## src/design/shadow_quad_from_box_unit_macros.svh

```systemverilog
// Assertion macros shared by the shadow quad design files.
// Included by the modules that carry concurrent assertions; no other dependencies.
`ifndef SHADOW_QUAD_FROM_BOX_UNIT_MACROS_SVH
`define SHADOW_QUAD_FROM_BOX_UNIT_MACROS_SVH
`ifndef SYNTHESIS
// Same-cycle implication, disabled during reset.
`define SQFB_ASSERT_IMP(lbl, clk, rst_n, ante, cons) \
    lbl: assert property (@(posedge clk) disable iff (!rst_n) (ante) |-> (cons)) \
        else $error("shadow quad assertion failed");
// Next-cycle implication, disabled during reset.
`define SQFB_ASSERT_NXT(lbl, clk, rst_n, ante, cons) \
    lbl: assert property (@(posedge clk) disable iff (!rst_n) (ante) |=> (cons)) \
        else $error("shadow quad assertion failed");
`else
`define SQFB_ASSERT_IMP(lbl, clk, rst_n, ante, cons)
`define SQFB_ASSERT_NXT(lbl, clk, rst_n, ante, cons)
`endif
`endif

```

## src/design/sqfb_pkg.sv

```systemverilog
// Package for the shadow quad unit: payload types, constants, sequencer states
// and the CORDIC arctangent table. No dependencies.
`default_nettype none

package sqfb_pkg;

    // Iteration and stepping limits.
    localparam int MAX_ANGLE_STEPS   = 360;
    localparam int CORDIC_ITERATIONS = 18;
    localparam int CORDIC_STEPS      = (CORDIC_ITERATIONS < 24) ? CORDIC_ITERATIONS : 24;
    localparam int STEP_W            = $clog2(MAX_ANGLE_STEPS + 1);
    localparam int ITER_W            = 5;

    // Internal coordinates are 1/512 pixel, angles are 1/65536 degree.
    typedef logic signed [31:0] word_t;

    localparam word_t DEG_ONE     = 32'sd65536;
    localparam word_t DEG_QUARTER = 32'sd5898240;
    localparam word_t DEG_HALF    = 32'sd11796480;
    localparam word_t DEG_FULL    = 32'sd23592960;
    localparam logic [15:0] INV_GAIN = 16'd39797;

    localparam logic signed [23:0] COORD_MAX = 24'sh7FFFFF;
    localparam logic signed [23:0] COORD_MIN = 24'sh800000;

    typedef struct packed {
        logic signed [23:0] light_x;
        logic signed [23:0] light_y;
        logic        [23:0] light_radius;
        logic signed [23:0] box_left;
        logic signed [23:0] box_top;
        logic        [23:0] box_width;
        logic        [23:0] box_height;
    } job_t;

    typedef struct packed {
        logic signed [23:0] near_right_x;
        logic signed [23:0] near_right_y;
        logic signed [23:0] far_right_x;
        logic signed [23:0] far_right_y;
        logic signed [23:0] far_left_x;
        logic signed [23:0] far_left_y;
        logic signed [23:0] near_left_x;
        logic signed [23:0] near_left_y;
        logic               gave_up;
    } quad_t;

    typedef enum logic {
        CM_VECTOR,
        CM_ROTATE
    } cordic_mode_t;

    typedef struct packed {
        logic         start;
        cordic_mode_t mode;
    } cordic_cmd_t;

    typedef struct packed {
        logic busy;
        logic done;
    } cordic_sts_t;

    typedef enum logic [3:0] {
        S_IDLE,
        S_VEC,
        S_VEC_WAIT,
        S_VEC_GAIN,
        S_WALK,
        S_EMIT,
        S_PT_NORM,
        S_PT_FOLD,
        S_PT_ROT,
        S_PT_WAIT,
        S_PT_DONE,
        S_OUT
    } state_t;

    typedef enum logic [2:0] {
        PH_DOWN,
        PH_NR,
        PH_FR,
        PH_UP,
        PH_FL,
        PH_NL
    } phase_t;

    // atan(2^-i) in 1/65536 degree.
    function automatic word_t atan_deg(input logic [ITER_W-1:0] idx);
        word_t v;
        case (idx)
            5'd0:    v = 32'sd2949120;
            5'd1:    v = 32'sd1740967;
            5'd2:    v = 32'sd919879;
            5'd3:    v = 32'sd466945;
            5'd4:    v = 32'sd234379;
            5'd5:    v = 32'sd117304;
            5'd6:    v = 32'sd58666;
            5'd7:    v = 32'sd29335;
            5'd8:    v = 32'sd14668;
            5'd9:    v = 32'sd7334;
            5'd10:   v = 32'sd3667;
            5'd11:   v = 32'sd1833;
            5'd12:   v = 32'sd917;
            5'd13:   v = 32'sd458;
            5'd14:   v = 32'sd229;
            5'd15:   v = 32'sd115;
            5'd16:   v = 32'sd57;
            5'd17:   v = 32'sd29;
            5'd18:   v = 32'sd14;
            5'd19:   v = 32'sd7;
            5'd20:   v = 32'sd4;
            5'd21:   v = 32'sd2;
            5'd22:   v = 32'sd1;
            default: v = 32'sd0;
        endcase
        return v;
    endfunction

    // Halve a 1/512 pixel coordinate (floor) and saturate to Q16.8.
    function automatic logic signed [23:0] to_q16_8(input word_t p);
        word_t h;
        logic signed [23:0] r;
        h = p >>> 1;
        if (h > 32'(COORD_MAX))
            r = COORD_MAX;
        else if (h < word_t'(COORD_MIN))
            r = COORD_MIN;
        else
            r = h[23:0];
        return r;
    endfunction

endpackage

`default_nettype wire

```

## src/design/sqfb_job_if.sv

```systemverilog
// Input channel of the shadow quad unit: valid/ready with one light and box.
// Depends on sqfb_pkg.
`default_nettype none

interface sqfb_job_if;
    logic          valid;
    logic          ready;
    sqfb_pkg::job_t data;

    modport source (output valid, output data, input ready);
    modport sink (input valid, input data, output ready);
endinterface

`default_nettype wire

```

## src/design/sqfb_quad_if.sv

```systemverilog
// Output channel of the shadow quad unit: valid/ready with four corners.
// Depends on sqfb_pkg.
`default_nettype none

interface sqfb_quad_if;
    logic           valid;
    logic           ready;
    sqfb_pkg::quad_t data;

    modport source (output valid, output data, input ready);
    modport sink (input valid, input data, output ready);
endinterface

`default_nettype wire

```

## src/design/sqfb_cordic.sv

```systemverilog
// Shared CORDIC engine, one micro-rotation per cycle, vectoring or rotation mode.
// Depends on sqfb_pkg and shadow_quad_from_box_unit_macros.svh.
`default_nettype none
`include "shadow_quad_from_box_unit_macros.svh"

module sqfb_cordic (
    input  wire logic                 clk,
    input  wire logic                 rst_n,
    input  wire sqfb_pkg::cordic_cmd_t cmd,
    input  wire sqfb_pkg::word_t      x_in,
    input  wire sqfb_pkg::word_t      y_in,
    input  wire sqfb_pkg::word_t      z_in,
    output      sqfb_pkg::cordic_sts_t sts,
    output      sqfb_pkg::word_t      x_out,
    output      sqfb_pkg::word_t      y_out,
    output      sqfb_pkg::word_t      z_out
);

    localparam logic [sqfb_pkg::ITER_W-1:0] LAST_ITER =
        sqfb_pkg::ITER_W'(sqfb_pkg::CORDIC_STEPS - 1);

    logic                          busy_reg, busy_next;
    logic                          done_reg, done_next;
    logic [sqfb_pkg::ITER_W-1:0]   iter_reg, iter_next;
    sqfb_pkg::cordic_mode_t        mode_reg, mode_next;
    sqfb_pkg::word_t               x_reg, x_next;
    sqfb_pkg::word_t               y_reg, y_next;
    sqfb_pkg::word_t               z_reg, z_next;

    sqfb_pkg::word_t               x_sh, y_sh, ang;
    logic                          pos_dir;

    // One micro-rotation: a positive direction turns the vector anticlockwise.
    always_comb
    begin
        x_sh = x_reg >>> iter_reg;
        y_sh = y_reg >>> iter_reg;
        ang  = sqfb_pkg::atan_deg(iter_reg);
        if (mode_reg == sqfb_pkg::CM_ROTATE)
            pos_dir = (z_reg >= 0);
        else
            pos_dir = !(y_reg > 0);

        busy_next = busy_reg;
        done_next = 1'b0;
        iter_next = iter_reg;
        mode_next = mode_reg;
        x_next    = x_reg;
        y_next    = y_reg;
        z_next    = z_reg;

        if (cmd.start)
        begin
            busy_next = 1'b1;
            iter_next = '0;
            mode_next = cmd.mode;
            x_next    = x_in;
            y_next    = y_in;
            z_next    = z_in;
        end
        else if (busy_reg)
        begin
            if (pos_dir)
            begin
                x_next = x_reg - y_sh;
                y_next = y_reg + x_sh;
                z_next = z_reg - ang;
            end
            else
            begin
                x_next = x_reg + y_sh;
                y_next = y_reg - x_sh;
                z_next = z_reg + ang;
            end
            iter_next = iter_reg + 1'b1;
            if (iter_reg == LAST_ITER)
            begin
                busy_next = 1'b0;
                done_next = 1'b1;
            end
        end
    end

    // Control state.
    always_ff @(posedge clk or negedge rst_n)
    begin
        if (!rst_n)
        begin
            busy_reg <= 1'b0;
            done_reg <= 1'b0;
            iter_reg <= '0;
            mode_reg <= sqfb_pkg::CM_VECTOR;
        end
        else
        begin
            busy_reg <= busy_next;
            done_reg <= done_next;
            iter_reg <= iter_next;
            mode_reg <= mode_next;
        end
    end

    // Datapath registers.
    always_ff @(posedge clk)
    begin
        x_reg <= x_next;
        y_reg <= y_next;
        z_reg <= z_next;
    end

    assign sts.busy = busy_reg;
    assign sts.done = done_reg;
    assign x_out    = x_reg;
    assign y_out    = y_reg;
    assign z_out    = z_reg;

    `SQFB_ASSERT_IMP(a_no_start_when_busy, clk, rst_n, busy_reg, !cmd.start)
    `SQFB_ASSERT_NXT(a_start_makes_busy, clk, rst_n, cmd.start, busy_reg && iter_reg == '0)
    `SQFB_ASSERT_IMP(a_done_after_last, clk, rst_n, done_reg, !busy_reg && $past(busy_reg))

endmodule

`default_nettype wire

```

## src/design/shadow_quad_from_box_unit.sv

```systemverilog
// Shadow quad unit top level: sequencer, gain multiplier and corner registers.
// Depends on sqfb_pkg, sqfb_job_if, sqfb_quad_if, sqfb_cordic and the macros header.
//
// Channel  Interface     Role    Transaction
// job      sqfb_job_if   sink    one light and one occluding box
// quad     sqfb_quad_if  source  four shadow corners and the gave_up flag
//
// Each circle point passes through angle reduction, gain multiply, the
// 18-iteration CORDIC engine and hand-off.
// The number of points per transaction grows with the down and up steps,
// and each walk is capped at 360 steps.
// job.ready is high only while idle; the result is held until quad.ready.
// Reset is asynchronous and clears only the control state.
`default_nettype none
`include "shadow_quad_from_box_unit_macros.svh"

module shadow_quad_from_box_unit (
    input wire logic clk,
    input wire logic rst_n,
    sqfb_job_if.sink    job,
    sqfb_quad_if.source quad
);

    localparam logic [sqfb_pkg::STEP_W-1:0] STEP_CAP =
        sqfb_pkg::STEP_W'(sqfb_pkg::MAX_ANGLE_STEPS);

    sqfb_pkg::state_t state_reg, state_next;
    sqfb_pkg::phase_t phase_reg, phase_next;
    logic [sqfb_pkg::STEP_W-1:0] steps_reg, steps_next;
    logic gave_reg, gave_next;
    logic neg_reg, neg_next;

    sqfb_pkg::word_t lx_reg, lx_next, ly_reg, ly_next, rad_reg, rad_next;
    sqfb_pkg::word_t bl_reg, bl_next, bt_reg, bt_next, br_reg, br_next, bb_reg, bb_next;
    sqfb_pkg::word_t dx_reg, dx_next, dy_reg, dy_next;
    sqfb_pkg::word_t len_reg, len_next, ang_reg, ang_next;
    sqfb_pkg::word_t ptr_reg, ptr_next, za_reg, za_next, x0_reg, x0_next;
    sqfb_pkg::word_t px_reg, px_next, py_reg, py_next;
    sqfb_pkg::quad_t res_reg, res_next;

    sqfb_pkg::cordic_cmd_t cmd;
    sqfb_pkg::cordic_sts_t sts;
    sqfb_pkg::word_t c_xin, c_yin, c_zin, c_x, c_y, c_z;

    sqfb_pkg::word_t   mul_a;
    logic signed [48:0] prod;
    sqfb_pkg::word_t   gain_out, cx, cy, lx_in, bl_in;
    logic              in_box;

    sqfb_cordic u_cordic (
        .clk   (clk),
        .rst_n (rst_n),
        .cmd   (cmd),
        .x_in  (c_xin),
        .y_in  (c_yin),
        .z_in  (c_zin),
        .sts   (sts),
        .x_out (c_x),
        .y_out (c_y),
        .z_out (c_z)
    );

    // Shared gain-correction multiplier, floor of the product over 2^16.
    always_comb
    begin
        mul_a    = (state_reg == sqfb_pkg::S_VEC_GAIN) ? c_x : ptr_reg;
        prod     = mul_a * $signed({1'b0, sqfb_pkg::INV_GAIN});
        gain_out = prod[47:16];
        cx       = neg_reg ? -c_x : c_x;
        cy       = neg_reg ? -c_y : c_y;
        in_box   = (px_reg >= bl_reg) && (px_reg < br_reg) &&
                   (py_reg >= bt_reg) && (py_reg < bb_reg);
        lx_in    = {{7{job.data.light_x[23]}}, job.data.light_x, 1'b0};
        bl_in    = {{7{job.data.box_left[23]}}, job.data.box_left, 1'b0};
    end

    // Sequencer: next state and datapath updates.
    always_comb
    begin
        state_next = state_reg;
        phase_next = phase_reg;
        steps_next = steps_reg;
        gave_next  = gave_reg;
        neg_next   = neg_reg;
        lx_next    = lx_reg;
        ly_next    = ly_reg;
        rad_next   = rad_reg;
        bl_next    = bl_reg;
        bt_next    = bt_reg;
        br_next    = br_reg;
        bb_next    = bb_reg;
        dx_next    = dx_reg;
        dy_next    = dy_reg;
        len_next   = len_reg;
        ang_next   = ang_reg;
        ptr_next   = ptr_reg;
        za_next    = za_reg;
        x0_next    = x0_reg;
        px_next    = px_reg;
        py_next    = py_reg;
        res_next   = res_reg;
        cmd.start  = 1'b0;
        cmd.mode   = sqfb_pkg::CM_ROTATE;
        c_xin      = x0_reg;
        c_yin      = '0;
        c_zin      = za_reg;

        unique case (state_reg)
            sqfb_pkg::S_IDLE:
            begin
                if (job.valid)
                begin
                    lx_next  = lx_in;
                    ly_next  = {{7{job.data.light_y[23]}}, job.data.light_y, 1'b0};
                    rad_next = {7'd0, job.data.light_radius, 1'b0};
                    bl_next  = bl_in;
                    bt_next  = {{7{job.data.box_top[23]}}, job.data.box_top, 1'b0};
                    br_next  = bl_in + {7'd0, job.data.box_width, 1'b0};
                    bb_next  = {{7{job.data.box_top[23]}}, job.data.box_top, 1'b0}
                               + {7'd0, job.data.box_height, 1'b0};
                    dx_next  = bl_in + {8'd0, job.data.box_width} - lx_in;
                    dy_next  = {{7{job.data.box_top[23]}}, job.data.box_top, 1'b0}
                               + {8'd0, job.data.box_height}
                               - {{7{job.data.light_y[23]}}, job.data.light_y, 1'b0};
                    gave_next  = 1'b0;
                    state_next = sqfb_pkg::S_VEC;
                end
            end

            // Distance and bearing of the box centre; a zero vector gives both zero.
            sqfb_pkg::S_VEC:
            begin
                steps_next = '0;
                phase_next = sqfb_pkg::PH_DOWN;
                if (dx_reg == 0 && dy_reg == 0)
                begin
                    len_next   = '0;
                    ang_next   = '0;
                    state_next = sqfb_pkg::S_WALK;
                end
                else
                begin
                    cmd.start = 1'b1;
                    cmd.mode  = sqfb_pkg::CM_VECTOR;
                    if (dx_reg < 0)
                    begin
                        c_xin = -dx_reg;
                        c_yin = -dy_reg;
                        c_zin = (dy_reg >= 0) ? sqfb_pkg::DEG_HALF : -sqfb_pkg::DEG_HALF;
                    end
                    else
                    begin
                        c_xin = dx_reg;
                        c_yin = dy_reg;
                        c_zin = '0;
                    end
                    state_next = sqfb_pkg::S_VEC_WAIT;
                end
            end

            sqfb_pkg::S_VEC_WAIT:
            begin
                if (sts.done)
                    state_next = sqfb_pkg::S_VEC_GAIN;
            end

            sqfb_pkg::S_VEC_GAIN:
            begin
                len_next   = gain_out;
                ang_next   = c_z;
                state_next = sqfb_pkg::S_WALK;
            end

            // Test the point at the current angle unless the walk has hit its cap.
            sqfb_pkg::S_WALK:
            begin
                if (steps_reg == STEP_CAP)
                begin
                    gave_next = 1'b1;
                    if (phase_reg == sqfb_pkg::PH_DOWN)
                    begin
                        ang_next   = ang_reg + sqfb_pkg::DEG_ONE;
                        phase_next = sqfb_pkg::PH_NR;
                    end
                    else
                    begin
                        ang_next   = ang_reg - sqfb_pkg::DEG_ONE;
                        phase_next = sqfb_pkg::PH_FL;
                    end
                    state_next = sqfb_pkg::S_EMIT;
                end
                else
                begin
                    ptr_next   = len_reg;
                    za_next    = ang_reg;
                    state_next = sqfb_pkg::S_PT_NORM;
                end
            end

            // Pick radius and angle of the next corner.
            sqfb_pkg::S_EMIT:
            begin
                priority case (phase_reg)
                    sqfb_pkg::PH_FR:
                    begin
                        ptr_next = rad_reg;
                        za_next  = ang_reg - sqfb_pkg::DEG_ONE;
                    end
                    sqfb_pkg::PH_FL:
                    begin
                        ptr_next = rad_reg;
                        za_next  = ang_reg + sqfb_pkg::DEG_ONE;
                    end
                    default:
                    begin
                        ptr_next = len_reg;
                        za_next  = ang_reg;
                    end
                endcase
                state_next = sqfb_pkg::S_PT_NORM;
            end

            // Reduce the angle into the half-open range above minus a half turn.
            sqfb_pkg::S_PT_NORM:
            begin
                if (za_reg > sqfb_pkg::DEG_HALF)
                    za_next = za_reg - sqfb_pkg::DEG_FULL;
                else if (za_reg <= -sqfb_pkg::DEG_HALF)
                    za_next = za_reg + sqfb_pkg::DEG_FULL;
                else
                    state_next = sqfb_pkg::S_PT_FOLD;
            end

            // Fold into the right half-plane and scale the radius by the gain.
            sqfb_pkg::S_PT_FOLD:
            begin
                if (za_reg > sqfb_pkg::DEG_QUARTER)
                begin
                    za_next  = za_reg - sqfb_pkg::DEG_HALF;
                    neg_next = 1'b1;
                end
                else if (za_reg < -sqfb_pkg::DEG_QUARTER)
                begin
                    za_next  = za_reg + sqfb_pkg::DEG_HALF;
                    neg_next = 1'b1;
                end
                else
                    neg_next = 1'b0;
                x0_next    = gain_out;
                state_next = sqfb_pkg::S_PT_ROT;
            end

            sqfb_pkg::S_PT_ROT:
            begin
                cmd.start  = 1'b1;
                state_next = sqfb_pkg::S_PT_WAIT;
            end

            sqfb_pkg::S_PT_WAIT:
            begin
                if (sts.done)
                begin
                    px_next    = lx_reg + cx;
                    py_next    = ly_reg + cy;
                    state_next = sqfb_pkg::S_PT_DONE;
                end
            end

            // Use the point: a containment test or a stored corner.
            sqfb_pkg::S_PT_DONE:
            begin
                unique case (phase_reg)
                    sqfb_pkg::PH_DOWN:
                    begin
                        if (in_box)
                        begin
                            ang_next   = ang_reg - sqfb_pkg::DEG_ONE;
                            steps_next = steps_reg + 1'b1;
                            state_next = sqfb_pkg::S_WALK;
                        end
                        else
                        begin
                            ang_next   = ang_reg + sqfb_pkg::DEG_ONE;
                            phase_next = sqfb_pkg::PH_NR;
                            state_next = sqfb_pkg::S_EMIT;
                        end
                    end
                    sqfb_pkg::PH_NR:
                    begin
                        res_next.near_right_x = sqfb_pkg::to_q16_8(px_reg);
                        res_next.near_right_y = sqfb_pkg::to_q16_8(py_reg);
                        phase_next = sqfb_pkg::PH_FR;
                        state_next = sqfb_pkg::S_EMIT;
                    end
                    sqfb_pkg::PH_FR:
                    begin
                        res_next.far_right_x = sqfb_pkg::to_q16_8(px_reg);
                        res_next.far_right_y = sqfb_pkg::to_q16_8(py_reg);
                        steps_next = '0;
                        phase_next = sqfb_pkg::PH_UP;
                        state_next = sqfb_pkg::S_WALK;
                    end
                    sqfb_pkg::PH_UP:
                    begin
                        if (in_box)
                        begin
                            ang_next   = ang_reg + sqfb_pkg::DEG_ONE;
                            steps_next = steps_reg + 1'b1;
                            state_next = sqfb_pkg::S_WALK;
                        end
                        else
                        begin
                            ang_next   = ang_reg - sqfb_pkg::DEG_ONE;
                            phase_next = sqfb_pkg::PH_FL;
                            state_next = sqfb_pkg::S_EMIT;
                        end
                    end
                    sqfb_pkg::PH_FL:
                    begin
                        res_next.far_left_x = sqfb_pkg::to_q16_8(px_reg);
                        res_next.far_left_y = sqfb_pkg::to_q16_8(py_reg);
                        phase_next = sqfb_pkg::PH_NL;
                        state_next = sqfb_pkg::S_EMIT;
                    end
                    sqfb_pkg::PH_NL:
                    begin
                        res_next.near_left_x = sqfb_pkg::to_q16_8(px_reg);
                        res_next.near_left_y = sqfb_pkg::to_q16_8(py_reg);
                        res_next.gave_up     = gave_reg;
                        state_next           = sqfb_pkg::S_OUT;
                    end
                    default:
                        state_next = sqfb_pkg::S_IDLE;
                endcase
            end

            sqfb_pkg::S_OUT:
            begin
                if (quad.ready)
                    state_next = sqfb_pkg::S_IDLE;
            end

            default:
                state_next = sqfb_pkg::S_IDLE;
        endcase
    end

    // Control state.
    always_ff @(posedge clk or negedge rst_n)
    begin
        if (!rst_n)
        begin
            state_reg <= sqfb_pkg::S_IDLE;
            phase_reg <= sqfb_pkg::PH_DOWN;
            steps_reg <= '0;
            gave_reg  <= 1'b0;
            neg_reg   <= 1'b0;
        end
        else
        begin
            state_reg <= state_next;
            phase_reg <= phase_next;
            steps_reg <= steps_next;
            gave_reg  <= gave_next;
            neg_reg   <= neg_next;
        end
    end

    // Datapath and result registers.
    always_ff @(posedge clk)
    begin
        lx_reg  <= lx_next;
        ly_reg  <= ly_next;
        rad_reg <= rad_next;
        bl_reg  <= bl_next;
        bt_reg  <= bt_next;
        br_reg  <= br_next;
        bb_reg  <= bb_next;
        dx_reg  <= dx_next;
        dy_reg  <= dy_next;
        len_reg <= len_next;
        ang_reg <= ang_next;
        ptr_reg <= ptr_next;
        za_reg  <= za_next;
        x0_reg  <= x0_next;
        px_reg  <= px_next;
        py_reg  <= py_next;
        res_reg <= res_next;
    end

    assign job.ready  = (state_reg == sqfb_pkg::S_IDLE);
    assign quad.valid = (state_reg == sqfb_pkg::S_OUT);
    assign quad.data  = res_reg;

    `SQFB_ASSERT_NXT(a_accept_starts, clk, rst_n, job.valid && job.ready,
        state_reg == sqfb_pkg::S_VEC && !gave_reg)
    `SQFB_ASSERT_IMP(a_steps_capped, clk, rst_n, 1'b1, steps_reg <= STEP_CAP)
    `SQFB_ASSERT_IMP(a_cordic_idle_on_start, clk, rst_n,
        state_reg == sqfb_pkg::S_PT_ROT || state_reg == sqfb_pkg::S_VEC, !sts.busy)
    `SQFB_ASSERT_NXT(a_result_held, clk, rst_n, quad.valid && !quad.ready,
        quad.valid && $stable(res_reg))

endmodule

`default_nettype wire
```

## src/flat_wrapper.sv

```systemverilog
// flat-port wrapper written by rule: the top's interface ports become plain ports
module shadow_quad_from_box_unit_flat 
  (clk, rst_n, job_valid, job_data, job_ready, quad_valid, quad_data, quad_ready);
  sqfb_job_if job_i ();
  sqfb_quad_if quad_i ();
  input wire logic clk;
  input wire logic rst_n;
  input wire logic [$bits(job_i.valid)-1:0] job_valid;
  input wire logic [$bits(job_i.data)-1:0] job_data;
  output wire logic [$bits(job_i.ready)-1:0] job_ready;
  output wire logic [$bits(quad_i.valid)-1:0] quad_valid;
  output wire logic [$bits(quad_i.data)-1:0] quad_data;
  input wire logic [$bits(quad_i.ready)-1:0] quad_ready;
  assign job_i.valid = job_valid;
  assign job_i.data = job_data;
  assign job_ready = job_i.ready;
  assign quad_valid = quad_i.valid;
  assign quad_data = quad_i.data;
  assign quad_i.ready = quad_ready;
  shadow_quad_from_box_unit u_core (.clk(clk), .rst_n(rst_n), .job(job_i), .quad(quad_i));
endmodule
```

## config.mk

```make
export PLATFORM = sky130hd
export DESIGN_NAME = shadow_quad_from_box_unit_flat
export DESIGN_NICKNAME = d
export VERILOG_FILES = /design/src/design/sqfb_pkg.sv /design/src/design/sqfb_job_if.sv /design/src/design/sqfb_quad_if.sv /design/src/design/sqfb_cordic.sv /design/src/design/shadow_quad_from_box_unit.sv /design/src/flat_wrapper.sv
export VERILOG_INCLUDE_DIRS = /design/src /design/src/design
export SDC_FILE = /design/constraint.sdc
export NUM_CORES = 2
export LEC_CHECK = 0
export ABC_AREA = 1
export BUFFER_PORTS_ARGS = -buffer_cell sky130_fd_sc_hd__buf_4
export CORE_MARGIN = 1.5
export CORE_UTILIZATION = 54
export CTS_CLUSTER_SIZE = 8
export DETAILED_ROUTE_END_ITERATION = 8
export GPL_TIMING_DRIVEN = 1
export PLACE_DENSITY = 0.75
export SKIP_LAST_GASP = 1
export SYNTH_ARGS = -nofsm -noshare
export SYNTH_HDL_FRONTEND = slang
export SYNTH_SLANG_ARGS = --single-unit
```

## constraint.sdc

```tcl
create_clock -name clk -period 17.2 [get_ports clk]
set_input_delay 3.44 -clock clk [delete_from_list [all_inputs] [get_ports clk]]
set_output_delay 3.44 -clock clk [all_outputs]
set_load 0.005 [all_outputs]
```

==> run summary <==
The number of setup buffers added after CTS is 0. Sorting the synthesized cells by area gives the leading types as edfxtp_1 (33%), ha_1 (12%), nand2_1 (8.6%). Hold repair after CTS inserted 0 buffers.

The cell taking the most area after synthesis was edfxtp_1. After clock tree synthesis, the clock-pin slew on the worst setup and hold paths is 60 ps. Counting flops and latches in the post-synthesis netlist gives 765. The die covers 126000 sq um.

The run gives 0 as the max-cap violation count. CTS placed an instance of clkbuf_16 at the clock tree root. For the largest net degree at the start of global routing, the log shows 77.

The final period demand of the worst path was 10020 ps; the slew at the pin with the worst max-slew slack was 1350 ps. Summed over all nets, the switching power comes to 1.09 mW. The number of antenna violations at the first check in global routing came out at 1.

For this run the aggregate overflow at the end of global routing stands at 0. In this design, the critical path's most frequently occurring cell is inv_1. At the worst endpoint, the required time is 17690 ps. Setup repair after global routing left no endpoint under its margin. The run gives 3 as the total number of H-tree levels.

For this run, the leading register cell type out of synthesis is edfxtp_1. For this run, the number of Yosys warnings is 0. After synthesis the cells add up to 67100 sq um. Pin placement for this block handled 367 I/O pins. The internal power component was 3.34 mW; the ratio of cells with drive above 1 in the final layout was 8.25%. Routability-driven placement finished with a final weighted congestion of 1.01.

The slowest stage of the critical path belongs to the cell o21ai_0. The type of the most critical hold path is flop to flop. On the worst path, the slowest cell contributes a delay of 1140 ps.

For the total track usage, the log shows 35.4%. In this run the vertical extent of the chip is 355 um. The number of antenna diodes in the final layout is 0. Tracing the worst setup path back leads to its startpoint at u_core.state_reg[3].

The setup total negative slack is 0 ps. Net switching is 24.6% of the power. Once routing completed, OpenROAD measured the worst setup slack at 7180 ps.

The commonest cells after synthesis are nand2_1 (1538), inv_1 (1426), edfxtp_1 (739). The final max-slew violation count is 0, and the number of nets with antenna violations after routing is 0. Sequential cells account for 46.2% of the total power. The first routing iteration left 5371 violations. Synthesis produced a netlist whose cell count is 8118.

The longest clock path from root to sink contains 3 buffers. Before CTS, the worst setup slack after placement is 7310 ps. The top cell type by area accounts for 33.1% of the synthesized area. The tools report the fmax as 99.8 MHz. The classification of the worst setup path is flop to flop. Counting every sink on the clock net gives 765. The final route contains 58300 vias. The post-route clock skew was 99.8 ps; the average detailed-routed wire length per instance was 22.0 um.

When the netlist entered floorplanning its net count stood at 9187. Buffers inserted during clock tree synthesis total 108. The final layout contains routed wiring with a total length of 223000 um.

The final number of setup-violating endpoints came out at 0. The run finished with clean final reports. In the final design database the tool counted 9550 nets. Maximum vdd drop: 0.0000858 V. The tightest slew margin relative to the limit was 8.98%; the number of buffers inserted by port buffering was 366. Dividing the synthesized area by the synthesized cell count gives 8.26 sq um.

In this run the core area contains 129 standard-cell rows. The via count of the first global-routing pass is 58500, and the number of optimization iterations in the first detailed-route pass is 9. Count of flip-flops with a built-in enable after synthesis: 739.

Power spread over the standard cell area amounts to 59.3 nW/um^2. After detailed routing, the number of vias per cell comes to 5.74. Of all nets on the critical path, the largest fanout is 74. For the worst-skew pair, the clock arrives at the later sink with an insertion delay of 780 ps. In this run, placement finished with an instance count of 10000.

The analysis attributes to cell leakage a power of 35.2 nW. Sequential elements use 34.1% of the synthesized area. Excluding fillers, the count of instances in the completed layout stands at 10200. In this run the critical register-to-register path is launched from u_core.state_reg[3].

The initial cell density of the core came out at 54.3%. The logs give 0 for the detailed-route DRC error count and 0 for the total of cells resized after clock tree synthesis. The tools report the wire length of the first global-routing pass as 341000 um.

The register with the most flip-flops in the layout has 193 of them. The worst hold path begins at u_core.gave_reg. The area growth from synthesis to layout is 11.3%. The post-route fraction of the period consumed by the critical path was 58.3%. The core area was 123000 sq um. The fraction of power consumed by combinational cells was 8.5%. Data arrives at the worst endpoint at 10510 ps. The logs give 60.5% for the post-layout utilization of the core and 181000 um for the half-perimeter wire length after placement.

STA classifies the critical path endpoint as a flop. Clock share of power: 45.2%. The startpoint class of the critical path is a flop.

The tools report the final hold violation count as 0. In this run the horizontal extent of the chip is 355 um. TritonCTS built the clock tree. After synthesis, the share of flip-flops with an asynchronous set or reset is 3.40%. The most common cell in the synthesized netlist is nand2_1. Yosys mapped the design onto 70 distinct sky130hd cell types.
==> power groups by stage <==
stage / Sequential, mW / Clock, mW / Combinational [mW]
5_1_grt: 2.04 / 2.09 / 0.420
6_report: 2.05 / 2.00 / 0.378
4_1_cts: 2.05 / 2.02 / 0.377
3_3_place_gp: 2.08 / 0 / 0.367
2_1_floorplan: 2.08 / 0 / 0.240
3_5_place_dp: 2.08 / 0 / 0.370
==> cell usage in the layout (no fill, tap or decap), types with 262 or more instances in the layout <==
| cell type | count |
|---|---|
| nand2_1 | 1536 |
| inv_1 | 1424 |
| edfxtp_1 | 739 |
| ha_1 | 635 |
| nor2_1 | 585 |
| a21oi_1 | 576 |
| nand3_1 | 508 |
| buf_4 | 425 |
| o21ai_0 | 413 |
| xor2_1 | 329 |
| fa_1 | 262 |
==> cells by family after synthesis <==
group | synth area share (%)
compound gates | 11.4
xor+xnor | 6.52
fa+ha+maj | 19.7
buf+inv | 9.36
flops | 34.1
simple gates | 19.0
==> routing by layer <==
metal	vias to the layer above	part of all wire, %	track usage, %
met5	-	0	0
met3	448	7.2	4.78
met1	27700	40	45.0
met4	0	4.4	15.2
li1	27600	-	-
met2	2453	48	60.2
==> metrics by stage <==
stage          hold slack, ps  area [sq um]  power (mW)
2_1_floorplan             425         67100        2.32
3_3_place_gp              432         71600        2.45
3_5_place_dp              446         71600        2.45
4_1_cts                   455         74700        4.45
5_1_grt                   469         74700        4.56
6_report                  460         74700        4.43
==> critical path: cells and delay by family (launching register included) <==
kind | cells | cell delay (ps)
buffers and inverters | 9 | 2240
XOR/XNOR | 2 | 350
AO/OA/AOI/OAI | 4 | 2130
AND/OR/NAND/NOR | 7 | 1420
adder cells (fa/ha/maj) | 7 | 3130
flip-flops | 1 | 410
==> worst paths after layout <==
path | to | slack, ps | cells after the start
max | u_core.len_reg[18] | 7180 | 29
min | u_core.quad.data[0] | 460 | 0
max reg2reg | u_core.len_reg[18] | 7180 | 29
min reg2reg | u_core.quad.data[0] | 460 | 0
max in group asynchronous | u_core.u_cordic.iter_reg[1] | 14200 | 1
min in group asynchronous | u_core.gave_reg | 2650 | 1
==> cell type report <==
type / count / area (sq um)
clock inverters: 12 / 236
fillers: 11000 / 48800
repair buffers: 425 / 3190
multi-input cells: 5732 / 38100
clock buffers: 140 / 2840
well taps: 1637 / 2050
inverters: 1449 / 5440
flip-flops and latches: 765 / 22800
Power figures use the tool's default switching activity.
